File: config.mk
export PLATFORM = sky130hd
export DESIGN_NAME = nbpt_ctrl
export DESIGN_NICKNAME = d
export VERILOG_FILES = /design/src/rtl/core/assert_macros.svh /design/src/rtl/core/nbpt_pkg.sv /design/src/rtl/core/nbpt_ctrl.sv
export SDC_FILE = /design/constraint.sdc
export NUM_CORES = 1
export LEC_CHECK = 0
export ABC_AREA = 1
export BUFFER_PORTS_ARGS = -buffer_cell sky130_fd_sc_hd__buf_2
export CORE_AREA = 10 10 47 49
export CTS_CLUSTER_SIZE = 20
export DETAILED_ROUTE_END_ITERATION = 16
export DIE_AREA = 0 0 57 59
export PLACE_DENSITY_LB_ADDON = 0.05
export RECOVER_POWER = 50
export SLEW_MARGIN = 20
export SYNTH_ARGS = -nofsm -noshare
export SYNTH_HDL_FRONTEND = slang
export SYNTH_SLANG_ARGS = --single-unit
File: constraint.sdc
create_clock -name clk -period 1.1 [get_ports clk]
set_input_delay 0.11 -clock clk [delete_from_list [all_inputs] [get_ports clk]]
set_output_delay 0.11 -clock clk [all_outputs]
set_load 0.02 [all_outputs]
File: src/rtl/core/assert_macros.svh
`ifndef ASSERT_MACROS_SVH
`define ASSERT_MACROS_SVH

// Same-cycle implication, checked on every rising edge outside reset.
`define NBPT_ASSERT_IMPLY(label, clk, rst_n, cond, cons, msg) \
	label: assert property (@(posedge clk) disable iff (!rst_n) (cond) |-> (cons)) \
		else $error(msg);

// Next-cycle implication, checked on every rising edge outside reset.
`define NBPT_ASSERT_NEXT(label, clk, rst_n, cond, cons, msg) \
	label: assert property (@(posedge clk) disable iff (!rst_n) (cond) |=> (cons)) \
		else $error(msg);

`endif

File: src/rtl/core/nbpt_pkg.sv
`default_nettype none

package nbpt_pkg;

	// Model geometry and counter widths.
	localparam int MAX_WIDTH   = 32;
	localparam int NUM_CLASSES = 16;
	localparam int COUNT_BITS  = 16;
	localparam int FRAC_BITS   = 16;

	// Field widths of the request and the registers.
	localparam int CLASS_BITS = 4;
	localparam int POS_BITS   = 5;
	localparam int K_BITS     = 8;
	localparam int WREG_BITS  = 6;
	localparam int DIST_BITS  = 5;

	// Shaded count store: one word per class, row and column.
	localparam int ADDR_BITS = CLASS_BITS + 2 * POS_BITS;
	localparam int MEM_DEPTH = 1 << ADDR_BITS;

	// Divider widths: operands fit one bit above a count, remainder one more.
	localparam int RATIO_BITS = COUNT_BITS + 1;
	localparam int REM_BITS   = RATIO_BITS + 1;
	localparam int PROB_BITS  = FRAC_BITS + 1;
	localparam int STEP_BITS  = $clog2(FRAC_BITS);
	localparam int MUL_BITS   = DIST_BITS + K_BITS;

	localparam logic [COUNT_BITS-1:0] CNT_MAX  = '1;
	localparam logic [DIST_BITS-1:0]  DIST_MAX = '1;
	localparam logic [PROB_BITS-1:0]  PROB_ONE = PROB_BITS'(1) << FRAC_BITS;

	// Register reset values.
	localparam logic [K_BITS-1:0]    K_RESET     = K_BITS'(1);
	localparam logic [WREG_BITS-1:0] WIDTH_RESET = WREG_BITS'(28);

	// Register indexes on the configuration port.
	localparam int CFG_IDX_BITS = 1;
	localparam logic [CFG_IDX_BITS-1:0] REG_SMOOTHING_K = 1'd0;
	localparam logic [CFG_IDX_BITS-1:0] REG_IMAGE_WIDTH = 1'd1;

	// Request functions.
	localparam logic [1:0] FUNC_TRAIN = 2'd0;
	localparam logic [1:0] FUNC_PIXEL = 2'd1;
	localparam logic [1:0] FUNC_CLASS = 2'd2;

	// Result status codes.
	localparam logic [1:0] STATUS_OK      = 2'd0;
	localparam logic [1:0] STATUS_UNSEEN  = 2'd1;
	localparam logic [1:0] STATUS_OUTSIDE = 2'd2;

	// Commands from the controller to the datapath.
	typedef struct packed {
		logic clear_wr;
		logic load;
		logic rd;
		logic train_wr;
		logic prep;
		logic div_init;
		logic div_step;
		logic finish;
	} ctrl_cmd_t;

	// Status from the datapath to the controller.
	typedef struct packed {
		logic clear_last;
		logic req_train;
		logic req_query;
		logic train;
		logic skip;
		logic div_last;
	} dp_status_t;

	// Counter increment that holds at the maximum.
	function automatic logic [COUNT_BITS-1:0] sat_inc(input logic [COUNT_BITS-1:0] v);
		return (v == CNT_MAX) ? v : v + COUNT_BITS'(1);
	endfunction

endpackage

`default_nettype wire

File: src/rtl/core/nbpt_ctrl.sv
`default_nettype none

module nbpt_ctrl
	import nbpt_pkg::*;
(
	input  wire logic       clk,
	input  wire logic       arst_n,
	input  wire logic       start,
	input  wire dp_status_t dp_st,
	output ctrl_cmd_t       cmd,
	output logic            busy
);

	typedef enum logic [7:0] {
		S_CLEAR = 8'b0000_0001,
		S_IDLE  = 8'b0000_0010,
		S_RD    = 8'b0000_0100,
		S_WR    = 8'b0000_1000,
		S_PREP  = 8'b0001_0000,
		S_CHK   = 8'b0010_0000,
		S_DIV   = 8'b0100_0000,
		S_FIN   = 8'b1000_0000
	} state_t;

	state_t state_q;
	state_t state_d;

	// Next state and commands.
	always_comb begin
		state_d = state_q;
		cmd     = '0;
		unique case (state_q)
			S_CLEAR: begin
				cmd.clear_wr = 1'b1;
				if (dp_st.clear_last) begin
					state_d = S_IDLE;
				end
			end
			S_IDLE: begin
				if (start) begin
					cmd.load = 1'b1;
					if (dp_st.req_train || dp_st.req_query) begin
						state_d = S_RD;
					end
				end
			end
			S_RD: begin
				cmd.rd  = 1'b1;
				state_d = dp_st.train ? S_WR : S_PREP;
			end
			S_WR: begin
				cmd.train_wr = 1'b1;
				state_d      = S_IDLE;
			end
			S_PREP: begin
				cmd.prep = 1'b1;
				state_d  = S_CHK;
			end
			S_CHK: begin
				cmd.div_init = 1'b1;
				state_d      = dp_st.skip ? S_FIN : S_DIV;
			end
			S_DIV: begin
				cmd.div_step = 1'b1;
				if (dp_st.div_last) begin
					state_d = S_FIN;
				end
			end
			S_FIN: begin
				cmd.finish = 1'b1;
				state_d    = S_IDLE;
			end
			default: begin
				state_d = S_IDLE;
			end
		endcase
	end

	// State register; reset starts the clearing pass.
	always_ff @(posedge clk or negedge arst_n) begin
		if (!arst_n) begin
			state_q <= S_CLEAR;
		end else begin
			state_q <= state_d;
		end
	end

	assign busy = (state_q != S_IDLE);

endmodule

`default_nettype wire

Yosys cells after proc, flatten, opt, wreduce, memory -nomap -nowiden
Cells that the tools add are included.
{"block": "word_totals", "ff_bits": 8, "elab_cells": 32, "inputBits": 9}
{"block": "op_classes", "mux": 16, "n_eq_ne": 13, "reduce_logical": 2}
{"op": "8-bit case mux with 6 select lines", "n": 1}
{"op": "8-bit 2-to-1 mux", "n": 5}
{"op": "1-bit 2-to-1 mux", "n": 9}
{"op": "8-bit by 1-bit == test with 1-bit output (second input constant)", "n": 1}
{"op": "8-bit by 2-bit == test with 1-bit output (second input constant)", "n": 1}
{"op": "8-bit by 3-bit == test with 1-bit output (second input constant)", "n": 1}
{"op": "8-bit by 4-bit == test with 1-bit output (second input constant)", "n": 1}
{"op": "8-bit by 5-bit == test with 1-bit output (second input constant)", "n": 1}
{"op": "8-bit by 6-bit == test with 1-bit output (second input constant)", "n": 1}
{"op": "8-bit by 7-bit == test with 1-bit output (second input constant)", "n": 1}
{"op": "8-bit == test (second input constant)", "n": 1}
{"op": "2-bit != test (second input constant)", "n": 4}
{"op": "8-bit by 2-bit != test with 1-bit output (second input constant)", "n": 1}
{"op": "5-bit 2-to-1 mux", "n": 1}
{"op": "4-bit AND reduction", "n": 1}
{"op": "1-bit logical OR", "n": 1}

Longest topological paths before layout
Gate-level depths: netlist of the first run.
{"block": "logic_depth", "depth_word": 4, "mapped_depth": 8}

Worst setup path after synthesis of the first run
Ideal clock, no wire load.
{"block": "synth_timing", "path_kind": "register -> output", "from": "register state_q[1]", "to": "output cmd[4] in the netlist's numbering", "required_ns": 0.990, "path_slack_ns": -0.245, "path_stages_with_launch": 4, "n_path_buf": 0, "t_arrival_ns": 1.235, "path_cell_list": "dfrtp_1 inv_1 nand2_2 nor4_1"}
{"element": "start, declared", "line_no": "nbpt_ctrl.sv:25", "rtl": "state_t state_q;"}
{"element": "start signal, assigned", "line_no": "nbpt_ctrl.sv:84", "rtl": "state_q <= state_d;"}
{"element": "end, declared", "line_no": "nbpt_ctrl.sv:10", "rtl": "output ctrl_cmd_t cmd,"}

==> summary.txt, run 1 <==
Timing
  – Worst Clk Skew: 6.62 ps
  – RSZ-0062 raised after global routing: yes
  – Least-Margin Pin Slew: 435 ps
  – Fin worst setup slack: -309 ps
  – FMAX: 710 MHz
  – Max_slew headroom: 71.0%
  – Final Hold Vio Count: 0
  – Pins Over Slew Limit: 0
  – Fin crit share: 128%
  – Final min period: 1410 ps
  – Finish-stage setup viols: 14

Layout
  – Fillers: 129
  – Largest Register: state_q
  – Nets@finish: 121
  – Share of cells above drive strength 1: 64.9%
  – Synth-to-Final Area Change: 75.7%
  – Max reg flops: 8
  – Utilization after layout: 67.1%
  – Biggest regs: state_q (8)
  – Inserted Diodes: 0

Clock tree
  – Reg clk slew, reported paths: 60 ps
  – CTS tree: done
  – Clock Sinks: 8
  – CTS buffer count: 3
  – Clock Path Buffers: 2
  – H-tree Lvls: 1
  – Clock root cell: clkbuf_4
  – Skew-Pair Late Insertion Delay: 260 ps

GRT
  – Largest net degree at the start of global routing: 9
  – Number of global-route vias before repair: 616
  – Initial antenna violation count: 0
  – Final global-route overflow total: 0
  – All-Layer GR Usage: 9.65%
  – First-pass GRT wire length: 2.61 mm

Outcome
  – Outcome: complete, but fails checks
  – Failing checks: setup timing

Floorplan
  – Initial Util: 38.2%
  – I/O pin count: 18
  – Die area: 3360 um^2
  – Std cell rows: 14
  – Die height: 59 um
  – Die Wd: 57 um
  – Core area: 1400 um^2

Drt
  – Initial DRC count: 0
  – Via/cell ratio: 4.28
  – DRC Markers: 0
  – Drt first pass iters: 1
  – Metal2 WL: 738 um
  – Met3 wire len: 116 um
  – Final wirelength: 1.45 mm
  – Antenna viol nets, final: 0
  – Vias: 544
  – Highest routed layer: met4
  – Drt wl/cell: 11.4 um
  – Metal-1 WL: 564 um

Flow run
  – Number of max-cap violations: 0

Placed design
  – Final GP Congestion: 0.728
  – Post-DP HPWL: 1.08 mm
  – IO Port Bufs: 17

Power
  – PD cells: 1860 nW/um^2
  – Comb pwr share: 63.9%
  – Clk pwr share: 13.9%
  – Switching pwr: 0.000759 W
  – Cell-internal power: 0.000990 W
  – Final Total Pwr: 0.00175 W
  – Reg power frac: 22.2%
  – Switching share of total power: 43.4%
  – Leakage: 0.506 nW
  – Max VDD drop: 1.19 mV

Worst setup path
  – R2R Path End: state_q[1]
  – Worst path arrival time: 1300 ps
  – Reg2Reg Setup Slack: -190 ps
  – Crit Reg-Reg Startpoint: state_q[7]
  – Crit end category: primary output
  – Kind of critical path: reg -> out
  – CP startpoint kind: flop
  – Worst-case reg-to-reg path depth: 9
  – Worst-path maximum fanout: 4
  – Critical Path RT: 990 ps

Hold path
  – WHS Path Cells: 2
  – Worst hold path type: in -> reg
  – Hold Startpoint: dp_st[2]
  – Worst min-delay path endpoint: state_q[4]

Logic synthesis
  – Netlist cell types: 16
  – FF+latch count, synth: 8
  – Mapped Cells: 76
  – Syn nets: 85
  – Post-synthesis sequential area ratio: 37.6%
  – Ys Warns: 0
  – Mapped Avg Cell Area: 7.05 um^2
  – Syn Std Cell Area: 536 um^2
==> area by class of cell <==
| cell class | count | area, um^2 | share of cell area, % |
|---|---|---|---|
| inverters | 22 | 83.8 | 8.91 |
| flip-flops and latches | 8 | 201 | 21.4 |
| multi-input cells | 46 | 347 | 36.8 |
| clock buffers | 4 | 26.3 | 2.79 |
| well taps | 16 | 20.0 | 2.13 |
| repair buffers | 31 | 263 | 27.9 |
==> worst max-delay path, cell delays in order (launching register included) <==
cell     delay, ps
dfrtp_1        400
inv_2           90
nand2_4         60
nor2_4         170
nand2_4        110
nor2_4          90
buf_6          120
==> routing by layer <==
metal | vias up | global-route usage [%]
li1 | 290 | -
met5 | - | 0
met4 | 0 | 5.03
met2 | 17 | 16.4
met1 | 233 | 10.4
met3 | 4 | 3.22
==> per-stage QoR <==
step / area, um^2 / setup WS [ps] / instances / hold WS [ps] / setup TNS (ps)
after global placement: 688 / -114 / 113 / -40.1 / -636
after global routing: 941 / -392 / 127 / 29.7 / -4280
after floorplan: 553 / -32.6 / 76 / -186 / -98.1
after detailed placement: 688 / -122 / 113 / -40.0 / -812
after CTS: 892 / -307 / 126 / 6.18 / -3040
final: 941 / -309 / 127 / 29.4 / -3050
==> synthesized netlist by cell type <==
library cell  count  area (um^2)
nand2_2           2         12.5
nand2_4           3         33.8
nand3_2           2         20.0
nor2_4            3         33.8
nand3_1           2         10.0
dfrtp_1           7          175
inv_1            18         67.6
nand2_1          15         56.3
nor2_1           13         48.8
inv_2             3         11.3
o21ai_1           1         5.00
nor2_2            2         12.5
clkinv_2          1         5.00
dfstp_2           1         26.3
o21ai_0           1         5.00
nor4_1            2         12.5
==> placed cells by master (no fill, tap or decap), types with 2 or more instances in the layout <==
cell,instances
buf_4,9
clkbuf_1,2
nand3_1,2
clkbuf_4,3
buf_2,7
nor2_2,3
nand2_1,10
dfrtp_1,7
inv_1,9
nor2_4,8
nand2_2,3
inv_2,12
nor2_1,7
nor4_2,2
buf_6,13
nand2_4,7
==> power groups by stage <==
| stage | clock network, W | registers, W | logic (W) |
|---|---|---|---|
| after floorplan | 0 | 0.000379 | 0.000588 |
| after detailed placement | 0 | 0.000392 | 0.000803 |
| final | 0.000243 | 0.000389 | 0.00112 |
| after CTS | 0.000247 | 0.000388 | 0.00106 |
| after global placement | 0 | 0.000386 | 0.000800 |
| after global routing | 0.000269 | 0.000395 | 0.00123 |
==> timing repair <==
item	CTS	global route
pin swaps	12	8
resized for setup	38	12
endpoints found under the setup margin	14	16
hold buffers	1	0
setup buffers	8	2
hold endpoints to repair	8	0
gates cloned	0	0
==> cell families (layout without fill, tap and decap cells) <==
kind of cell / after synthesis / count (layout) / synth area share (%)
compound gates: 2 / 2 / 1.87
buf+inv: 22 / 57 / 15.7
simple gates: 44 / 44 / 44.9
flops: 8 / 8 / 37.6
==> worst max-delay path by stage <==
stage / startpoint / endpoint / slack [ps] / depth (start not counted)
after floorplan: state_q[1] / cmd[4] / -30 / 3
after global placement: state_q[4] / state_q[7] / -110 / 8
after detailed placement: state_q[4] / state_q[7] / -120 / 8
after CTS: state_q[4] / cmd[0] / -310 / 5
after global routing: state_q[7] / cmd[6] / -390 / 6
final: state_q[7] / cmd[6] / -310 / 6
No activity file was read; power rests on OpenSTA's default activity.
==> run 2: changes to the inputs <==
Settings changed: CTS_BUF_LIST set to sky130_fd_sc_hd__clkbuf_8, SKIP_CTS_REPAIR_TIMING set to 1.
==> run 2 against run 1 <==
The flow still finishes with violations (setup timing). Setup slack better by 34 ps. Sequential share of layout area is 0.83 points higher. Clock skew is 4.9 ps lower. Utilization is 2.5 points lower. Critical endpoint is now cmd[0]. Hold slack better by 37 ps. Final cell count is 3.1% lower. First-iteration DRC count is 6 higher. Sequential power hardly changed. Power is 7.1% higher. Largest cell class unchanged.
==> summary.txt, run 2 (synthesis gave the netlist of run 1 again) <==
Outcome
  – Outcome: complete, but fails checks (unchanged)
  – Failing checks: setup timing (unchanged)

Drt
  – Antenna viol nets, final: 0 (unchanged)
  – Drt first pass iters: 4 (was 1)
  – Vias: 520 (was 544)
  – Drt wl/cell: 11.2 um (was 11.4 um)
  – Final wirelength: 1.37 mm (was 1.45 mm)
  – Initial DRC count: 6 (was 0)
  – DRC Markers: 0 (unchanged)
  – Via/cell ratio: 4.23 (was 4.28)

Timing
  – RSZ-0062 raised after global routing: yes (unchanged)
  – Fin crit share: 125% (was 128%)
  – Final min period: 1370 ps (was 1410 ps)
  – Max_slew headroom: 71.6% (was 71.0%)
  – Finish-stage setup viols: 14 (unchanged)
  – Least-Margin Pin Slew: 426 ps (was 435 ps)
  – FMAX: 728 MHz (was 710 MHz)
  – Pins Over Slew Limit: 0 (unchanged)
  – Worst Clk Skew: 1.69 ps (was 6.62 ps)
  – Fin worst setup slack: -275 ps (was -309 ps)
  – Final hold slack: 66.8 ps (was 29.4 ps)
  – Final Hold Vio Count: 0 (unchanged)

Clock tree
  – Clock Path Buffers: 2 (unchanged)
  – CTS buffer count: 3 (unchanged)
  – CTS tree: done (unchanged)
  – Reg clk slew, reported paths: 40 ps (was 60 ps)
  – Clock root cell: clkbuf_8 (was clkbuf_4)
  – Clock Sinks: 8 (unchanged)
  – Skew-Pair Late Insertion Delay: 220 ps (was 260 ps)
  – H-tree Lvls: 1 (unchanged)

Power
  – PD cells: 2070 nW/um^2 (was 1860 nW/um^2)
  – Comb pwr share: 60.4% (was 63.9%)
  – Clk pwr share: 18.7% (was 13.9%)
  – Leakage: 0.493 nW (was 0.506 nW)
  – Switching pwr: 0.000774 W (was 0.000759 W)
  – Max VDD drop: 1.51 mV (was 1.19 mV)
  – Cell-internal power: 0.00110 W (was 0.000990 W)
  – Switching share of total power: 41.3% (was 43.4%)
  – Reg power frac: 20.9% (was 22.2%)

Hold path
  – Worst hold path type: in -> reg (unchanged)
  – WHS Path Cells: 2 (unchanged)
  – Worst min-delay path endpoint: state_q[4] (unchanged)
  – Hold Startpoint: dp_st[2] (unchanged)

Worst setup path
  – Worst path arrival time: 1260 ps (was 1300 ps)
  – Reg2Reg Setup Slack: -240 ps (was -190 ps)
  – Critical Path RT: 990 ps (about the same)
  – R2R Path End: state_q[1] (unchanged)
  – Crit end category: primary output (unchanged)
  – Kind of critical path: reg -> out (unchanged)
  – CP startpoint kind: flop (unchanged)
  – Crit Reg-Reg Startpoint: state_q[4] (was state_q[7])
  – Worst-case reg-to-reg path depth: 9 (unchanged)
  – Worst-path maximum fanout: 4 (unchanged)

GRT
  – First-pass GRT wire length: 2.24 mm (was 2.61 mm)
  – Initial antenna violation count: 0 (unchanged)
  – Largest net degree at the start of global routing: 9 (unchanged)
  – All-Layer GR Usage: 8.25% (was 9.65%)
  – Final global-route overflow total: 0 (unchanged)
  – Number of global-route vias before repair: 540 (was 616)

Layout
  – Nets@finish: 117 (was 121)
  – Area of the multi-input gates: 327 um^2 (was 347 um^2)
  – Biggest regs: state_q (8) (unchanged)
  – Fin cells: 123 (was 127)
  – Utilization after layout: 64.6% (was 67.1%)
  – Synth-to-Final Area Change: 69.2% (was 75.7%)
  – Reg area: 201 um^2 (unchanged)
  – Share of cells above drive strength 1: 61.7% (was 64.9%)
  – Finished Cell Area: 906 um^2 (was 941 um^2)
  – Max reg flops: 8 (unchanged)
  – Largest Register: state_q (unchanged)
  – Most frequent cells in the layout: 12 x inv_2, 12 x buf_6, 11 x nand2_1, 10 x inv_1, 8 x nor2_1 (was 13 x buf_6, 12 x inv_2, 10 x nand2_1, 9 x inv_1, 9 x buf_4)
  – Inserted Diodes: 0 (unchanged)
  – Fillers: 139 (was 129)

Floorplan
  – Core area: 1400 um^2 (unchanged)
  – Die area: 3360 um^2 (unchanged)
  – Std cell rows: 14 (unchanged)
  – Die height: 59 um (unchanged)
  – I/O pin count: 18 (unchanged)
  – Initial Util: 38.2% (unchanged)
  – Die Wd: 57 um (unchanged)

Placed design
  – IO Port Bufs: 17 (unchanged)
  – Post-DP HPWL: 1.08 mm (unchanged)
  – Final GP Congestion: 0.728 (unchanged)
  – Dpl cell area: 688 um^2 (unchanged)
  – Cell Count Post-Placement: 113 (unchanged)

Flow run
  – Number of max-cap violations: 0 (unchanged)
-- run 2: cell types whose count changed in the layout (fill, tap and decap cells not counted) --
cell / change
clkbuf_8: +3
nand2_1: +1
nor2_1: +1
clkbuf_1: -1
buf_4: -3
nand2_2: +1
clkbuf_4: -3
inv_1: +1
nor2_4: -1
buf_6: -1
nand2_4: -2
-- run 2: worst max-delay path, cell delays in order, from the launching register on --
cell and delay (ps):
dfrtp_1 410, inv_2 80, nand2_4 70, buf_6 120, nor4_2 190, buf_4 180
-- run 2: area by class of cell --
type                            instances  area share [%]
Clock inverter                          1           0.414
Sequential cell                         8            22.2
Timing Repair Buffer                   27            25.3
Multi-Input combinational cell         46            36.0
Inverter                               22            9.25
Clock buffer                            3            4.56
Tap cell                               16            2.21
-- run 2: worst max path at each step --
| stage | from | to | slack, ps | cells after the start |
|---|---|---|---|---|
| after floorplan | state_q[1] | cmd[4] | -30 | 3 |
| after global placement | state_q[4] | state_q[7] | -110 | 8 |
| after detailed placement | state_q[4] | state_q[7] | -120 | 8 |
| after CTS | state_q[1] | cmd[0] | -340 | 5 |
| after global routing | state_q[4] | cmd[0] | -350 | 5 |
| final | state_q[4] | cmd[0] | -270 | 5 |
-- run 2: stage by stage --
stage               setup WS [ps]  total power (W)  TNS, ps
floorplan                   -32.6         0.000968    -98.1
global placement             -114          0.00119     -636
detailed placement           -122          0.00119     -812
CTS                          -341          0.00156    -3040
global route                 -350          0.00202    -3920
finish                       -275          0.00187    -2750
-- run 2: layer usage --
layer / up-vias / global-route usage (%) / part of all wire (%)
met4: 0 / 3.02 / 0
met1: 228 / 9.04 / 42
met5: - / 0 / 0
met3: 0 / 3.22 / 7.5
met2: 13 / 14.1 / 50
li1: 279 / - / -
-- run 2: power groups by stage --
| stage | Clock (W) | Combinational (W) | Sequential (W) |
|---|---|---|---|
| floorplan | 0 | 0.000588 | 0.000379 |
| global placement | 0 | 0.000800 | 0.000386 |
| detailed placement | 0 | 0.000803 | 0.000392 |
| CTS | 0.000362 | 0.000811 | 0.000388 |
| global route | 0.000383 | 0.00124 | 0.000398 |
| finish | 0.000350 | 0.00113 | 0.000391 |
==> run 3: changes to the inputs <==
Settings changed: SKIP_CTS_REPAIR_TIMING 1 to not set.
==> run 3 against run 2 <==
The flow still finishes with violations (setup timing). Via count down 0.38%. Register-to-register slack improved by 40 ps. First-iteration DRC count down 83%. Clock power hardly changed. Hold slack got worse by 3.9 ps. Power fell by 1.6%. Utilization rose by 0.54 points. Critical path type unchanged. Largest power group unchanged. Highest routed layer unchanged.
==> summary.txt, run 3 (synthesis gave the netlist of run 1 again) <==
Worst setup path
  – Top delay family on crit path: simple AND/OR/NAND/NOR gates (was flip-flops)
  – Worst Path Buf+Inv: 2 (was 3)
  – Crit Reg-Reg Startpoint: state_q[7] (was state_q[4])
  – Critical Path RT: 990 ps (about the same)
  – Cell Chain, Critical Path: inv_2, nand2_4, nor2_4, nand2_4, nor2_4, buf_6 (was inv_2, nand2_4, buf_6, nor4_2, buf_4)
  – Critical Path Max Stage Delay: 390 ps (was 410 ps)
  – CP startpoint kind: flop (unchanged)
  – Slowest cell on crit path: dfrtp_1 (unchanged)
  – Worst-path maximum fanout: 4 (unchanged)
  – Worst setup path start: state_q[7] (was state_q[4])
  – Kind of critical path: reg -> out (unchanged)
  – Crit end category: primary output (unchanged)
  – Worst path arrival time: 1250 ps (was 1260 ps)

Timing
  – Worst Clk Skew: 4.91 ps (was 1.69 ps)
  – Final min period: 1360 ps (was 1370 ps)
  – Fin worst setup slack: -260 ps (was -275 ps)
  – Finish-stage setup viols: 15 (was 14)
  – Final Hold Vio Count: 0 (unchanged)
  – FMAX: 736 MHz (was 728 MHz)
  – Pins Over Slew Limit: 0 (unchanged)
  – RSZ-0062 raised after global routing: yes (unchanged)
  – Least-Margin Pin Slew: 430 ps (was 426 ps)
  – Fin crit share: 124% (was 125%)
  – Final hold slack: 62.9 ps (was 66.8 ps)
  – Max_slew headroom: 71.3% (was 71.6%)

Hold path
  – Hold Startpoint: dp_st[2] (unchanged)
  – Worst hold path type: in -> reg (unchanged)

Floorplan
  – Die height: 59 um (unchanged)
  – Core area: 1400 um^2 (unchanged)
  – Initial Util: 38.2% (unchanged)
  – Die area: 3360 um^2 (unchanged)
  – Die Wd: 57 um (unchanged)
  – I/O pin count: 18 (unchanged)
  – Std cell rows: 14 (unchanged)

GRT
  – Final global-route overflow total: 0 (unchanged)
  – Largest net degree at the start of global routing: 9 (unchanged)
  – Initial antenna violation count: 0 (unchanged)
  – First-pass GRT wire length: 2.56 mm (was 2.24 mm)
  – Number of global-route vias before repair: 618 (was 540)
  – All-Layer GR Usage: 9.34% (was 8.25%)

Power
  – Final Total Pwr: 0.00184 W (was 0.00187 W)
  – Max VDD drop: 1.20 mV (was 1.51 mV)
  – Leakage: 0.505 nW (was 0.493 nW)
  – PD cells: 2020 nW/um^2 (was 2070 nW/um^2)

Layout
  – Fin cells: 126 (was 123)
  – Max reg flops: 8 (unchanged)
  – Inserted Diodes: 0 (unchanged)
  – Reg area: 201 um^2 (unchanged)
  – Largest Register: state_q (unchanged)
  – Biggest regs: state_q (8) (unchanged)
  – Most frequent cells in the layout: 12 x inv_2, 12 x buf_6, 10 x nand2_1, 10 x inv_1, 9 x buf_4 (was 12 x inv_2, 12 x buf_6, 11 x nand2_1, 10 x inv_1, 8 x nor2_1)
  – Share of cells above drive strength 1: 63.6% (was 61.7%)
  – Nets@finish: 120 (was 117)
  – Fillers: 134 (was 139)
  – Area of the multi-input gates: 312 um^2 (was 327 um^2)
  – Synth-to-Final Area Change: 70.6% (was 69.2%)

Placed design
  – Worst slack, placed: -122 ps (unchanged)
  – IO Port Bufs: 17 (unchanged)
  – Post-DP HPWL: 1.08 mm (unchanged)
  – Cell Count Post-Placement: 113 (unchanged)
  – Final GP Congestion: 0.728 (unchanged)

Drt
  – DRC Markers: 0 (unchanged)
  – Antenna viol nets, final: 0 (unchanged)
  – Vias: 518 (was 520)
  – Initial DRC count: 1 (was 6)
  – Drt wl/cell: 11.1 um (was 11.2 um)
  – Via/cell ratio: 4.11 (was 4.23)
  – Final wirelength: 1.40 mm (was 1.37 mm)
  – Drt first pass iters: 2 (was 4)

Clock tree
  – CTS buffer count: 3 (unchanged)
  – Reg clk slew, reported paths: 40 ps (about the same)
  – Clock Sinks: 8 (unchanged)
  – CTS tree: done (unchanged)
  – Clock root cell: clkbuf_8 (unchanged)
  – Skew-Pair Late Insertion Delay: 230 ps (was 220 ps)
  – H-tree Lvls: 1 (unchanged)
  – Clock Path Buffers: 2 (unchanged)

Outcome
  – Outcome: complete, but fails checks (unchanged)
  – Failing checks: setup timing (unchanged)

Flow run
  – Number of max-cap violations: 0 (unchanged)
-- run 3: power by group --
| part | switching (W) | internal (W) | total (W) |
|---|---|---|---|
| Sequential | 0.0000400 | 0.000350 | 0.000390 |
| Clock | 0.000112 | 0.000241 | 0.000353 |
| Combinational | 0.000600 | 0.000501 | 0.00110 |
-- run 3: per-stage QoR --
stage	utilization (%)	TNS (ps)	cell area, um^2
global route	65.2	-3730	913
global placement	49.1	-636	688
detailed placement	49.1	-812	688
finish	65.2	-2710	913
floorplan	-	-98.1	553
CTS	64.1	-2920	898
-- run 3: per-layer routing --
metal / vias up / GRT usage, % / wire [um]
met5: - / 0 / 0
met4: 0 / 3.02 / 0
met3: 0 / 3.43 / 93
met2: 13 / 16.6 / 712
met1: 221 / 10.0 / 590
li1: 284 / - / -
-- run 3: final cells by class --
class	count	area share, %
Timing Repair Buffer	30	27.5
Clock inverter	1	0.411
Clock buffer	3	4.52
Multi-Input combinational cell	46	34.1
Inverter	22	9.18
Sequential cell	8	22.1
Tap cell	16	2.19
-- run 3: repair_timing --
| action | CTS | global route |
|---|---|---|
| pin swaps | 13 | 6 |
| resized for setup | 36 | 6 |
| hold buffers | 1 | 0 |
| endpoints found under the hold margin | 8 | 0 |
| setup buffers | 8 | 0 |
| setup endpoints to repair | 14 | 16 |
-- run 3: final timing paths --
check / end / slack (ps) / depth (start not counted)
max in group asynchronous: state_q[0] / 430 / 2
min in group asynchronous: state_q[4] / 330 / 2
worst max register to register: state_q[1] / -200 / 9
worst min-delay path: state_q[4] / 60 / 2
worst max-delay path: cmd[6] / -260 / 6
worst min register to register: state_q[0] / 640 / 4
